**src/rtl/core/fmps_pkg.sv**
```systemverilog
// ----------------------------------------------------------------------------
// fmps_pkg: shared types and constants for the flow meter statistics unit
// Action codes, register indexes, field widths, reset values and the
// command/status structs between controller and datapath.
// ----------------------------------------------------------------------------
package fmps_pkg;

  // action codes carried in in_tuser
  localparam logic [1:0] ACT_PULSE    = 2'd0;
  localparam logic [1:0] ACT_INTERVAL = 2'd1;
  localparam logic [1:0] ACT_ROLLOVER = 2'd2;

  // configuration register indexes
  localparam logic REG_INTERVAL = 1'b0;
  localparam logic REG_FACTOR   = 1'b1;

  localparam int ACT_W   = 2;
  localparam int IVL_W   = 12;
  localparam int FAC_W   = 16;
  localparam int ELAP_W  = 16;
  localparam int CFG_W   = 16;
  localparam int CNT16_W = 16;
  localparam int RATE_W  = 32;
  localparam int VOL_W   = 48;
  localparam int STAT_W  = 32;
  localparam int NUM_W   = 38;
  localparam int DEN_W   = 38;
  localparam int M1_W    = 22;
  localparam int OUT_W   = 304;

  localparam logic [IVL_W-1:0] IVL_RESET = 12'd1;
  localparam logic [FAC_W-1:0] FAC_RESET = 16'd1920;

  localparam int MS_PER_S  = 1000;
  localparam int S_PER_MIN = 60;

  // rate quotient comes out 32 bits, one bit per step
  localparam int DIV_STEPS = 32;
  localparam int CNT_W     = 5;

  typedef struct packed {
    logic acc_pulse;  // pulse word taken
    logic acc_intv;   // interval-end word taken
    logic acc_roll;   // day rollover word taken
    logic mul;        // form numerator and denominator
    logic chk;        // overflow check, load divider
    logic div_step;   // one restoring division step
    logic upd;        // apply rate and episode update
    logic avg_wr;     // write average from divider
    logic snap;       // capture result into output register
  } fmps_cmd_t;

  typedef struct packed {
    logic avg_start;  // episode ended, average division needed
  } fmps_sts_t;

endpackage

```
**src/rtl/core/fmps_ctrl.sv**
```systemverilog
// ----------------------------------------------------------------------------
// fmps_ctrl: sequencer for the flow meter statistics unit
// Accepts one word at a time, steps the datapath through multiply, divide
// and update, and owns the output valid flag.
// ----------------------------------------------------------------------------
module fmps_ctrl
  import fmps_pkg::*;
(
  input  logic             clk,
  input  logic             rst_n,
  input  logic             in_tvalid,
  output logic             in_tready,
  input  logic [ACT_W-1:0] in_tuser,
  output logic             out_tvalid,
  input  logic             out_tready,
  input  fmps_sts_t        sts,
  output fmps_cmd_t        cmd
);

  localparam logic [2:0] S_IDLE = 3'd0;
  localparam logic [2:0] S_MUL  = 3'd1;
  localparam logic [2:0] S_CHK  = 3'd2;
  localparam logic [2:0] S_DIV  = 3'd3;
  localparam logic [2:0] S_UPD  = 3'd4;
  localparam logic [2:0] S_ADIV = 3'd5;
  localparam logic [2:0] S_AVGW = 3'd6;
  localparam logic [2:0] S_FIN  = 3'd7;

  logic [2:0]       state_r, state_nxt;
  logic [CNT_W-1:0] cnt_r, cnt_nxt;
  logic             out_valid_r, out_valid_nxt;
  logic             acc;
  logic             cnt_last;

  assign in_tready  = (state_r == S_IDLE);
  assign out_tvalid = out_valid_r;
  assign acc        = in_tvalid && in_tready;
  assign cnt_last   = (cnt_r == CNT_W'(DIV_STEPS - 1));

  always_comb begin
    cmd           = '0;
    cmd.acc_pulse = acc && (in_tuser == ACT_PULSE);
    cmd.acc_intv  = acc && (in_tuser == ACT_INTERVAL);
    cmd.acc_roll  = acc && (in_tuser == ACT_ROLLOVER);
    cmd.mul       = (state_r == S_MUL);
    cmd.chk       = (state_r == S_CHK);
    cmd.div_step  = (state_r == S_DIV) || (state_r == S_ADIV);
    cmd.upd       = (state_r == S_UPD);
    cmd.avg_wr    = (state_r == S_AVGW);
    cmd.snap      = (state_r == S_FIN) && (!out_valid_r || out_tready);
  end

  always_comb begin
    state_nxt = state_r;
    cnt_nxt   = cnt_r;
    case (state_r)
      S_IDLE: begin
        if (acc) begin
          state_nxt = (in_tuser == ACT_INTERVAL) ? S_MUL : S_FIN;
        end
      end
      S_MUL: state_nxt = S_CHK;
      S_CHK: begin
        state_nxt = S_DIV;
        cnt_nxt   = '0;
      end
      S_DIV: begin
        cnt_nxt = cnt_r + 1'b1;
        if (cnt_last) begin
          state_nxt = S_UPD;
        end
      end
      S_UPD: begin
        cnt_nxt   = '0;
        state_nxt = sts.avg_start ? S_ADIV : S_FIN;
      end
      S_ADIV: begin
        cnt_nxt = cnt_r + 1'b1;
        if (cnt_last) begin
          state_nxt = S_AVGW;
        end
      end
      S_AVGW: state_nxt = S_FIN;
      S_FIN: begin
        if (cmd.snap) begin
          state_nxt = S_IDLE;
        end
      end
      default: state_nxt = S_IDLE;
    endcase
  end

  // hold valid until the word is taken; a new snapshot refills it
  always_comb begin
    out_valid_nxt = out_valid_r;
    if (cmd.snap) begin
      out_valid_nxt = 1'b1;
    end else if (out_tready) begin
      out_valid_nxt = 1'b0;
    end
  end

  always_ff @(posedge clk) begin
    if (!rst_n) begin
      state_r     <= S_IDLE;
      cnt_r       <= '0;
      out_valid_r <= 1'b0;
    end else begin
      state_r     <= state_nxt;
      cnt_r       <= cnt_nxt;
      out_valid_r <= out_valid_nxt;
    end
  end

  a_intv_to_mul: assert property (@(posedge clk) disable iff (!rst_n)
    cmd.acc_intv |=> state_r == S_MUL)
    else $error("interval word did not start the multiply step");

  a_div_to_upd: assert property (@(posedge clk) disable iff (!rst_n)
    (state_r == S_DIV) && cnt_last |=> state_r == S_UPD)
    else $error("rate division did not end in update");

  a_fin_waits: assert property (@(posedge clk) disable iff (!rst_n)
    (state_r == S_FIN) && !cmd.snap |=> (state_r == S_FIN) && out_valid_r)
    else $error("result dropped while output register full");

  a_snap_sets_valid: assert property (@(posedge clk) disable iff (!rst_n)
    cmd.snap |=> out_valid_r && (state_r == S_IDLE))
    else $error("snapshot did not raise output valid");

endmodule

```
**src/rtl/core/fmps_dp.sv**
```systemverilog
// ----------------------------------------------------------------------------
// fmps_dp: datapath for the flow meter statistics unit
// Configuration registers, daily statistics, rate multipliers, a shared
// restoring divider for rate and average, and the output register.
// ----------------------------------------------------------------------------
module fmps_dp
  import fmps_pkg::*;
(
  input  logic              clk,
  input  logic              rst_n,
  input  fmps_cmd_t         cmd,
  output fmps_sts_t         sts,
  input  logic [ELAP_W-1:0] in_elapsed,
  input  logic              cfg_we,
  input  logic              cfg_index,
  input  logic [CFG_W-1:0]  cfg_wdata,
  output logic [OUT_W-1:0]  out_data
);

  // configuration
  logic [IVL_W-1:0]   ivl_r;
  logic [FAC_W-1:0]   fac_r;

  // architectural statistics
  logic [CNT16_W-1:0] tally_r;
  logic [CNT16_W-1:0] fin_r;
  logic [RATE_W-1:0]  rate_r;
  logic [VOL_W-1:0]   vol_r;
  logic [VOL_W-1:0]   yest_r;
  logic [STAT_W-1:0]  run_now_r;
  logic [STAT_W-1:0]  run_max_r;
  logic [STAT_W-1:0]  run_min_r;
  logic [STAT_W-1:0]  run_avg_r;
  logic [STAT_W-1:0]  run_total_r;
  logic [STAT_W-1:0]  episodes_r;

  // working registers
  logic [RATE_W-1:0]  ef_r;
  logic [M1_W-1:0]    m1_r;
  logic [NUM_W-1:0]   num_r;
  logic [DEN_W-1:0]   den_r;
  logic [DEN_W-1:0]   rem_r;
  logic [STAT_W-1:0]  dq_r;
  logic               ovf_r;
  logic [OUT_W-1:0]   out_data_r;

  logic [ELAP_W-1:0]  elap_fix;
  logic [DEN_W:0]     rem_sh;
  logic [DEN_W:0]     rem_sub;
  logic               rem_ge;
  logic [RATE_W-1:0]  rate_q;
  logic               rate_zero;
  logic               prev_nz;
  logic [VOL_W:0]     vol_sum;
  logic [STAT_W:0]    run_sum;
  logic [STAT_W:0]    total_sum;

  assign elap_fix = (in_elapsed == '0) ? ELAP_W'(1) : in_elapsed;

  // restoring division step: shift in next dividend bit, subtract if it fits
  assign rem_sh  = {rem_r, dq_r[STAT_W-1]};
  assign rem_ge  = (rem_sh >= {1'b0, den_r});
  assign rem_sub = rem_sh - {1'b0, den_r};

  assign rate_q    = ovf_r ? '1 : dq_r;
  assign rate_zero = (rate_q == '0);
  assign prev_nz   = (rate_r != '0);
  assign vol_sum   = {1'b0, vol_r} + (VOL_W + 1)'(rate_q);
  assign run_sum   = {1'b0, run_now_r} + (STAT_W + 1)'(ivl_r);
  assign total_sum = {1'b0, run_total_r} + (STAT_W + 1)'(ivl_r);

  assign sts.avg_start = rate_zero && prev_nz && (episodes_r != '0);
  assign out_data      = out_data_r;

  always_ff @(posedge clk) begin
    if (!rst_n) begin
      ivl_r <= IVL_RESET;
      fac_r <= FAC_RESET;
    end else if (cfg_we) begin
      case (cfg_index)
        REG_INTERVAL: ivl_r <= cfg_wdata[IVL_W-1:0];
        REG_FACTOR: begin
          // drop a zero factor
          if (cfg_wdata != '0) begin
            fac_r <= cfg_wdata[FAC_W-1:0];
          end
        end
        default: ;
      endcase
    end
  end

  always_ff @(posedge clk) begin
    if (!rst_n) begin
      tally_r     <= '0;
      fin_r       <= '0;
      rate_r      <= '0;
      vol_r       <= '0;
      yest_r      <= '0;
      run_now_r   <= '0;
      run_max_r   <= '0;
      run_min_r   <= '0;
      run_avg_r   <= '0;
      run_total_r <= '0;
      episodes_r  <= '0;
    end else begin
      if (cmd.acc_pulse && (tally_r != '1)) begin
        tally_r <= tally_r + 1'b1;
      end
      if (cmd.acc_roll) begin
        yest_r      <= vol_r;
        vol_r       <= '0;
        run_max_r   <= '0;
        run_min_r   <= '0;
        run_avg_r   <= '0;
        run_total_r <= '0;
        episodes_r  <= '0;
      end
      if (cmd.upd) begin
        rate_r  <= rate_q;
        vol_r   <= vol_sum[VOL_W] ? '1 : vol_sum[VOL_W-1:0];
        fin_r   <= tally_r;
        tally_r <= '0;
        if (rate_zero) begin
          if (prev_nz) begin
            // episode ends
            if (run_now_r > run_max_r) begin
              run_max_r <= run_now_r;
            end
            if ((run_min_r == '0) || (run_now_r < run_min_r)) begin
              run_min_r <= run_now_r;
            end
            if (episodes_r == '0) begin
              run_avg_r <= '0;
            end
            run_now_r <= '0;
          end
        end else begin
          if (!prev_nz && (episodes_r != '1)) begin
            episodes_r <= episodes_r + 1'b1;
          end
          run_now_r   <= run_sum[STAT_W] ? '1 : run_sum[STAT_W-1:0];
          run_total_r <= total_sum[STAT_W] ? '1 : total_sum[STAT_W-1:0];
        end
      end
      if (cmd.avg_wr) begin
        run_avg_r <= dq_r;
      end
    end
  end

  always_ff @(posedge clk) begin
    if (cmd.acc_intv) begin
      ef_r <= RATE_W'(elap_fix) * RATE_W'(fac_r);
      m1_r <= M1_W'(ivl_r) * M1_W'(MS_PER_S);
    end
    if (cmd.mul) begin
      num_r <= NUM_W'(m1_r) * NUM_W'(tally_r);
      den_r <= DEN_W'(ef_r) * DEN_W'(S_PER_MIN);
    end
    if (cmd.chk) begin
      // dividend is num << 24; quotient overflows 32 bits when num >> 8 >= den
      ovf_r <= (DEN_W'(num_r[NUM_W-1:8]) >= den_r);
      rem_r <= DEN_W'(num_r[NUM_W-1:8]);
      dq_r  <= {num_r[7:0], 24'd0};
    end
    if (cmd.div_step) begin
      rem_r <= rem_ge ? rem_sub[DEN_W-1:0] : rem_sh[DEN_W-1:0];
      dq_r  <= {dq_r[STAT_W-2:0], rem_ge};
    end
    if (cmd.upd) begin
      // load average division: run_total / episodes
      rem_r <= '0;
      dq_r  <= run_total_r;
      den_r <= DEN_W'(episodes_r);
    end
    if (cmd.snap) begin
      out_data_r <= {fin_r, episodes_r, run_total_r, run_avg_r, run_min_r,
                     run_max_r, yest_r, vol_r, rate_r};
    end
  end

  a_min_le_max: assert property (@(posedge clk) disable iff (!rst_n)
    run_min_r <= run_max_r)
    else $error("shortest run exceeds longest run");

  a_avg_needs_episode: assert property (@(posedge clk) disable iff (!rst_n)
    (episodes_r == '0) |-> (run_avg_r == '0))
    else $error("average set with no episodes");

  a_vol_monotonic: assert property (@(posedge clk) disable iff (!rst_n)
    !cmd.acc_roll |=> vol_r >= $past(vol_r))
    else $error("volume decreased without rollover");

  a_run_idle_zero: assert property (@(posedge clk) disable iff (!rst_n)
    (rate_r == '0) |-> (run_now_r == '0))
    else $error("current run nonzero while flow stopped");

endmodule

```
**src/rtl/core/flow_meter_pulse_statistics_unit.sv**
```systemverilog
// ----------------------------------------------------------------------------
// flow_meter_pulse_statistics_unit: pulse flow meter totalizer
// Tallies sensor pulses, turns each interval into a flow rate, totals the
// daily volume and keeps flow episode statistics.
// ----------------------------------------------------------------------------
//  channel | direction | handshake         | payload
//  --------+-----------+-------------------+---------------------------------
//  in_     | slave     | tvalid / tready   | tuser action, tdata elapsed_ms
//  out_    | master    | tvalid / tready   | tdata statistics snapshot
//  cfg_    | write     | cfg_we            | cfg_index, cfg_wdata
//
//  Pulse and rollover words go from accept straight to the result snapshot.
//  Interval-end words pass multiply, check, the 32-step restoring divider
//  and update; an episode end reruns the divider to recompute the average.
//  One word is in flight at a time; the next is accepted once the result
//  sits in the output register, which holds it while out_tready is low.
//  Reset (rst_n, synchronous) clears all statistics and loads the
//  register defaults.
// ----------------------------------------------------------------------------
module flow_meter_pulse_statistics_unit
  import fmps_pkg::*;
(
  input  logic              clk,
  input  logic              rst_n,
  input  logic              in_tvalid,
  output logic              in_tready,
  input  logic [ELAP_W-1:0] in_tdata,   // [15:0] elapsed_ms
  input  logic [ACT_W-1:0]  in_tuser,   // [1:0] action
  output logic              out_tvalid,
  input  logic              out_tready,
  // [31:0] flow_rate, [79:32] cumulative_volume, [127:80] yesterday_volume,
  // [159:128] longest_run, [191:160] shortest_run, [223:192] average_run,
  // [255:224] total_run, [287:256] episode_count,
  // [303:288] last_interval_pulses
  output logic [OUT_W-1:0]  out_tdata,
  input  logic              cfg_we,
  input  logic [0:0]        cfg_index,
  input  logic [CFG_W-1:0]  cfg_wdata
);

  fmps_cmd_t cmd;
  fmps_sts_t sts;

  fmps_ctrl u_ctrl (
    .clk        (clk),
    .rst_n      (rst_n),
    .in_tvalid  (in_tvalid),
    .in_tready  (in_tready),
    .in_tuser   (in_tuser),
    .out_tvalid (out_tvalid),
    .out_tready (out_tready),
    .sts        (sts),
    .cmd        (cmd)
  );

  fmps_dp u_dp (
    .clk        (clk),
    .rst_n      (rst_n),
    .cmd        (cmd),
    .sts        (sts),
    .in_elapsed (in_tdata),
    .cfg_we     (cfg_we),
    .cfg_index  (cfg_index[0]),
    .cfg_wdata  (cfg_wdata),
    .out_data   (out_tdata)
  );

endmodule
```
**config.mk**
```make
export PLATFORM = sky130hd
export DESIGN_NAME = flow_meter_pulse_statistics_unit
export DESIGN_NICKNAME = d
export VERILOG_FILES = /design/src/rtl/core/fmps_pkg.sv /design/src/rtl/core/fmps_ctrl.sv /design/src/rtl/core/fmps_dp.sv /design/src/rtl/core/flow_meter_pulse_statistics_unit.sv
export SDC_FILE = /design/constraint.sdc
export NUM_CORES = 2
export LEC_CHECK = 0
export ABC_AREA = 1
export BUFFER_PORTS_ARGS = -buffer_cell sky130_fd_sc_hd__buf_2
export CORE_ASPECT_RATIO = 1.75
export CORE_MARGIN = 1
export CORE_UTILIZATION = 59
export DETAILED_ROUTE_END_ITERATION = 10
export GPL_ROUTABILITY_DRIVEN = 0
export HOLD_SLACK_MARGIN = 0.08
export PLACE_DENSITY = 0.77
export SYNTH_ARGS = -nofsm -noshare
export SYNTH_HDL_FRONTEND = slang
export SYNTH_SLANG_ARGS = --single-unit
```
**constraint.sdc**
```tcl
create_clock -name clk -period 23.1 [get_ports clk]
set_clock_uncertainty 0.05 [all_clocks]
set_input_delay 2.31 -clock clk [delete_from_list [all_inputs] [get_ports clk]]
set_output_delay 2.31 -clock clk [all_outputs]
set_load 0.01 [all_outputs]
```
* Yosys cells after proc, flatten, opt, wreduce, memory -nomap -nowiden
Index checks and enable logic that the tools add are counted.
** Word-level totals
- Bits in registers :: 891
- Bits of input ports :: 40
- Output and inout port bits :: 306
- Logic and storage cells :: 145
** Operators by class
- Add/sub/neg operators :: 7
- Multipliers :: 4
- $lt $le $gt $ge :: 4
- Equality and inequality tests :: 17
- Mux-type cells :: 50
- Bitwise logic cells :: 2
- Reduce and logical (&&, ||, !) cells :: 36
** Operators by type and width (number)
- $mux W32 :: 33
- $mux W48 :: 3
- $mux W38 :: 3
- $logic_not A32 Y1 :: 3
- $add A32 B12 Y33 :: 2
- $reduce_bool A32 Y1 :: 2
- $add A48 B32 Y49 :: 1
- $ge A39 B38 Y1 :: 1
- $ge A30 B38 Y1 :: 1
- $sub A38 B38 Y38 :: 1
- $mul A32 B4 Y36 const B :: 1
- $mul A19 B16 Y35 :: 1
- $add A32 B1 Y32 const B :: 1
- $gt A32 B32 Y1 :: 1
- $lt A32 B32 Y1 :: 1
- $mul A16 B16 Y32 :: 1
- $ne A32 B32 Y1 const B :: 1
- $pmux W3 S8 :: 1
- $mul A12 B7 Y19 const B :: 1
- $add A16 B1 Y16 const B :: 1
- $logic_not A16 Y1 :: 1
- $mux W16 :: 1
- $ne A16 B16 Y1 const B :: 1
- $reduce_bool A16 Y1 :: 1
- 25 further kinds :: 56

* Logic depth before layout (Yosys ltp)
- Word-level depth :: 9
- Depth in mapped cells :: 30

* Cells and area by module
Synthesis repeated with hierarchy kept, for this count alone.
** Second synthesis, totals
- Cells, all modules :: 8678
- Area total of the unflattened synthesis :: 68386.8 sq um
** By module, submodules not included
- fmps_dp :: times used 1, cells each 8574, area each 67716.2 sq um, sequential area each 22151.2 sq um
- fmps_ctrl :: times used 1, cells each 104, area each 670.6 sq um, sequential area each 180.2 sq um

* Worst setup path before layout
No wires, ideal clock.
- Path kind :: in2reg
- Start point :: in out_tready
- End point :: reg u_dp.out_data_r[0], in the netlist u_dp.out_data[0], enable pin
- Library setup time :: 979 ps
- Arrival :: 14866 ps
- Required time :: 22071 ps
- Path slack :: 7205 ps
- Stages on the path :: 2
- Buffers on the path :: 0
- Cells stage by stage :: nor2_1 > nor2_1
** RTL lines
- from (decl) :: line flow_meter_pulse_statistics_unit.sv:30 : input logic out_tready,
- to (signal assigned) :: line fmps_dp.sv:178 : out_data_r <= {fin_r, episodes_r, run_total_r, run_avg_r, run_min_r,
- to (decl) :: line fmps_dp.sv:45 : logic [OUT_W-1:0] out_data_r;

* Worst setup path in the final report
- Start point :: in in_tdata[7]
- End point :: reg u_dp.ef_r[27] (data pin)
** Between the ends
- Word-level cells in the longest chain between the ends :: 3
** RTL lines
- from (decl) :: line flow_meter_pulse_statistics_unit.sv:27 : input logic [ELAP_W-1:0] in_tdata,
- $logic_not A16 Y1 :: line fmps_dp.sv:58 : assign elap_fix = (in_elapsed == '0) ? ELAP_W'(1) : in_elapsed;
- $mux W16 * :: line fmps_dp.sv:58
- $mul A16 B16 Y32 * :: line fmps_dp.sv:154 : ef_r <= RATE_W'(elap_fix) * RATE_W'(fac_r);
- to (signal assigned) :: line fmps_dp.sv:154
- to (decl) :: line fmps_dp.sv:38 : logic [RATE_W-1:0] ef_r;
Mark *: on every way between the ends. The rest lies on a longest branch, timed or not.
A chain may end at the register's enable or synchronous reset.

==> impl_metrics.env <==
export IMPL_synth_seq_cells=888
export IMPL_initial_core_util_pct=59.4
export IMPL_synth_top_family_by_area="adder cells"
export IMPL_dp_hpwl_mm=166
export IMPL_yosys_area_share_simple_pct=21.9
export IMPL_critPathMaxStageDelay_ns=0.57
export IMPL_synth_top_cell_area_share_pct=19.9
export IMPL_cts_sinks=888
export IMPL_synth_largest_area_cell="edfxtp_1"
export IMPL_cts_hold_buf=0
export IMPL_cpMostUsedCell="fa_1"
export IMPL_r2r_slack_ns=16.46
export IMPL_rows=165
export IMPL_cts_tree="built"
export IMPL_dr_total_vias=61461
export IMPL_cp_cell_sequence="buf_2, nor4_1, nand4_1, nand2_1, nand2_1, fa_1, fa_1, inv_1, fa_1, fa_1, fa_1, inv_1, fa_1, inv_1, ha_1, nand2_1, nor3_1, nand4_1, nand3_1, a21o_1, nand2_1, nand3_1, nand2_1"
export IMPL_antenna_found_initial=9
export IMPL_cts_made_buffers=79
export IMPL_rsz0062_at_grt="no"
export IMPL_first_global_vias=61717
export IMPL_synth_xor_area_share_pct=2.07
export IMPL_critPathLaunchType="input port"
export IMPL_hp_start="u_dp.yest_r[27]$_SDFFE_PN0P_"
export IMPL_cp_data_required_time_ns=23.56
export IMPL_slew_viol_final=0
export IMPL_layout_drive_gt1_share_pct=6.82
export IMPL_routed_via_density=5.91
export IMPL_arrival_ns=8.33
export IMPL_tns_ns=0
export IMPL_utilization_pct=64.3
export IMPL_ctsResizeCount=0
export IMPL_yosys_warnings=0
export IMPL_worst_setup_path_end_kind="register"
export IMPL_wl_per_cell_um=21.1
export IMPL_ant_nets=0
export IMPL_ys_seq_area_share_pct=32.6
export IMPL_worstMarginPinSlew_ns=1.27
export IMPL_insertion_delay_ns=0.75
export IMPL_fp_dieW_um=260
export IMPL_period_needed_ns=7.86
export IMPL_timing_final_crit_share_pct=34.0
export IMPL_drc_errors=5
export IMPL_syn_avg_cell_area_sq_um=7.92
export IMPL_crit_slowest_cell="fa_1"
export IMPL_placed_cell_area_sq_um=71200
export IMPL_setup_viol=0
export IMPL_hold_path_end="u_dp.out_data[107]$_DFFE_PP_"
export IMPL_power_density_nw_per_um2=117
export IMPL_nets=9881
export IMPL_fmax_mhz=127
export IMPL_htreeDepth=3
export IMPL_synth_distinct_cells=63
export IMPL_worst_path_buf_inv=4
export IMPL_drt_initial_drc_count=6473
export IMPL_synthAdderAreaFrac_pct=24.5
export IMPL_path_class="in -> reg"
export IMPL_power_mw=8.64
export IMPL_async_reset_ff_share_pct=0
export IMPL_synth_compound_area_share_pct=8.53
export IMPL_cts_root_buffer="clkbuf_16"
export IMPL_critical_path_top_delay_family="adder cells"
export IMPL_r2r_start="u_dp.m1_r[10]$_DFFE_PP_"
export IMPL_cts_max_path_buffers=3
export IMPL_coreArea_sq_um=115000
export IMPL_violations="DRC"
export IMPL_synth_edf_count=455
export IMPL_r2r_end="u_dp.num_r[33]$_DFFE_PP_"
export IMPL_portBuffers=345
export IMPL_cp_max_fo=17
export IMPL_grt_remaining_overflow=0
export IMPL_status="complete, but fails checks"
export IMPL_grt_first_pass_wirelength_mm=338
export IMPL_vdd_drop_max_v=0.0000939
export IMPL_chipHeight_um=453
export IMPL_synth_area_leaders="edfxtp_1 20%, fa_1 16%, dfxtp_1 13%"
export IMPL_hold_viol=0
export IMPL_drv_cap=0
export IMPL_grt_max_degree=99
export IMPL_ioPinCount=346
export IMPL_slew_headroom_pct=15.0
export IMPL_syn_to_final_growth_pct=8.11
export IMPL_cts_setup_buffers=0
export IMPL_final_area_sq_um=74100
export IMPL_hp_class="reg -> reg"
export IMPL_syn_inst=8664
export IMPL_grt_total_usage_pct=37.7
export IMPL_holdPathStages=0
export IMPL_die_area_sq_um=118000
export IMPL_leakagePower_nw=35.9
export IMPL_syn_cell_area_sq_um=68600
export IMPL_wl_mm=219
export IMPL_drtPass1Iterations=11
export IMPL_dominantRegCellSynth="edfxtp_1"
export IMPL_synth_net_count=9727
export IMPL_rr_worst_depth=16
export IMPL_synth_mux_area_share_pct=0
export IMPL_clkTransAtPathRegs_ns=0.07
layout by cell type, fill, tap and decap left out, types with 52 or more instances in the layout:
cell       count
nand4_1       87
a31oi_1       52
inv_1       1515
ha_1         490
clkbuf_16     79
nor3_1        96
nand2_1     2221
o21ai_0      337
a21oi_1      538
nor2_1       658
xor2_1       107
xnor2_1       55
buf_2        344
nand3_1      477
dfxtp_1      433
edfxtp_1     455
fa_1         533
per-layer routing:
| metal | share of wire, % | track usage, % | vias to the layer above |
|---|---|---|---|
| met5 | 0.042 | 0 | - |
| met4 | 11 | 34.9 | 8 |
| met3 | 8.8 | 8.52 | 1283 |
| met2 | 48 | 63.9 | 3567 |
| met1 | 32 | 38.2 | 28866 |
| li1 | - | - | 27737 |
synth_stat cells (52+ instances only):
cell type and number:
nand3_1 477, nand2_1 2222, nor2_1 664, dfxtp_1 433, buf_2 59, nor3_1 96, xor2_1 107, o21ai_0 338
a31oi_1 52, xnor2_1 55, nand4_1 87, ha_1 490, edfxtp_1 455, inv_1 1515, a21oi_1 538, clkbuf_1 219
fa_1 533
area by class of cell:
class,instances,area [sq um]
clock buffers,97,2110
fillers,9621,41300
flip-flops and latches,888,22300
well taps,1503,1880
clock inverters,51,769
repair buffers,395,2110
inverters,1529,5740
diodes,7,17.5
multi-input cells,5925,39200
cell families after synthesis:
family	after synthesis
compound gates	1083
xor+xnor	162
fa+ha+maj	1023
buf+inv	1851
flops	888
simple gates	3657
power by group:
part	internal, mW	switching, mW	total (mW)
Sequential	2.06	0.270	2.33
Combinational	1.51	3.34	4.85
Clock	0.809	0.661	1.47
Total	4.38	4.27	8.64
sequential cells by signal, indices dropped and copies added, names as in the netlist, 19 cells and up:
signal	count
u_dp.vol_r	48
u_dp.rate_r	32
u_dp.dq_r	32
u_dp.den_r	38
u_dp.out_data	304
u_dp.m1_r	19
u_dp.num_r	35
u_dp.run_total_r	32
u_dp.run_min_r	32
u_dp.ef_r	32
u_dp.episodes_r	32
u_dp.run_now_r	32
u_dp.rem_r	38
u_dp.run_avg_r	32
u_dp.yest_r	48
u_dp.run_max_r	32
how the worst max path moves through the flow:
| stage | start | cells after the start | to | slack (ns) |
|---|---|---|---|---|
| after floorplan | out_tready | 2 | u_dp.out_data[0]$_DFFE_PP_ | 7.21 |
| after global placement | in_tdata[12] | 26 | u_dp.ef_r[27]$_DFFE_PP_ | 14.66 |
| after detailed placement | in_tdata[12] | 23 | u_dp.ef_r[27]$_DFFE_PP_ | 14.52 |
| after CTS | in_tdata[12] | 23 | u_dp.ef_r[27]$_DFFE_PP_ | 15.27 |
| after global routing | in_tdata[8] | 23 | u_dp.ef_r[27]$_DFFE_PP_ | 14.81 |
| final | in_tdata[7] | 23 | u_dp.ef_r[27]$_DFFE_PP_ | 15.24 |
per-stage QoR:
step	cells	hold slack (ns)	setup slack [ns]
finish	10395	0.357	15.24
CTS	10388	0.366	15.27
global route	10389	0.390	14.81
detailed placement	10240	0.359	14.52
global placement	10240	0.358	14.66
floorplan	8664	0.353	7.21
No activity file was read; power rests on OpenSTA's default activity.
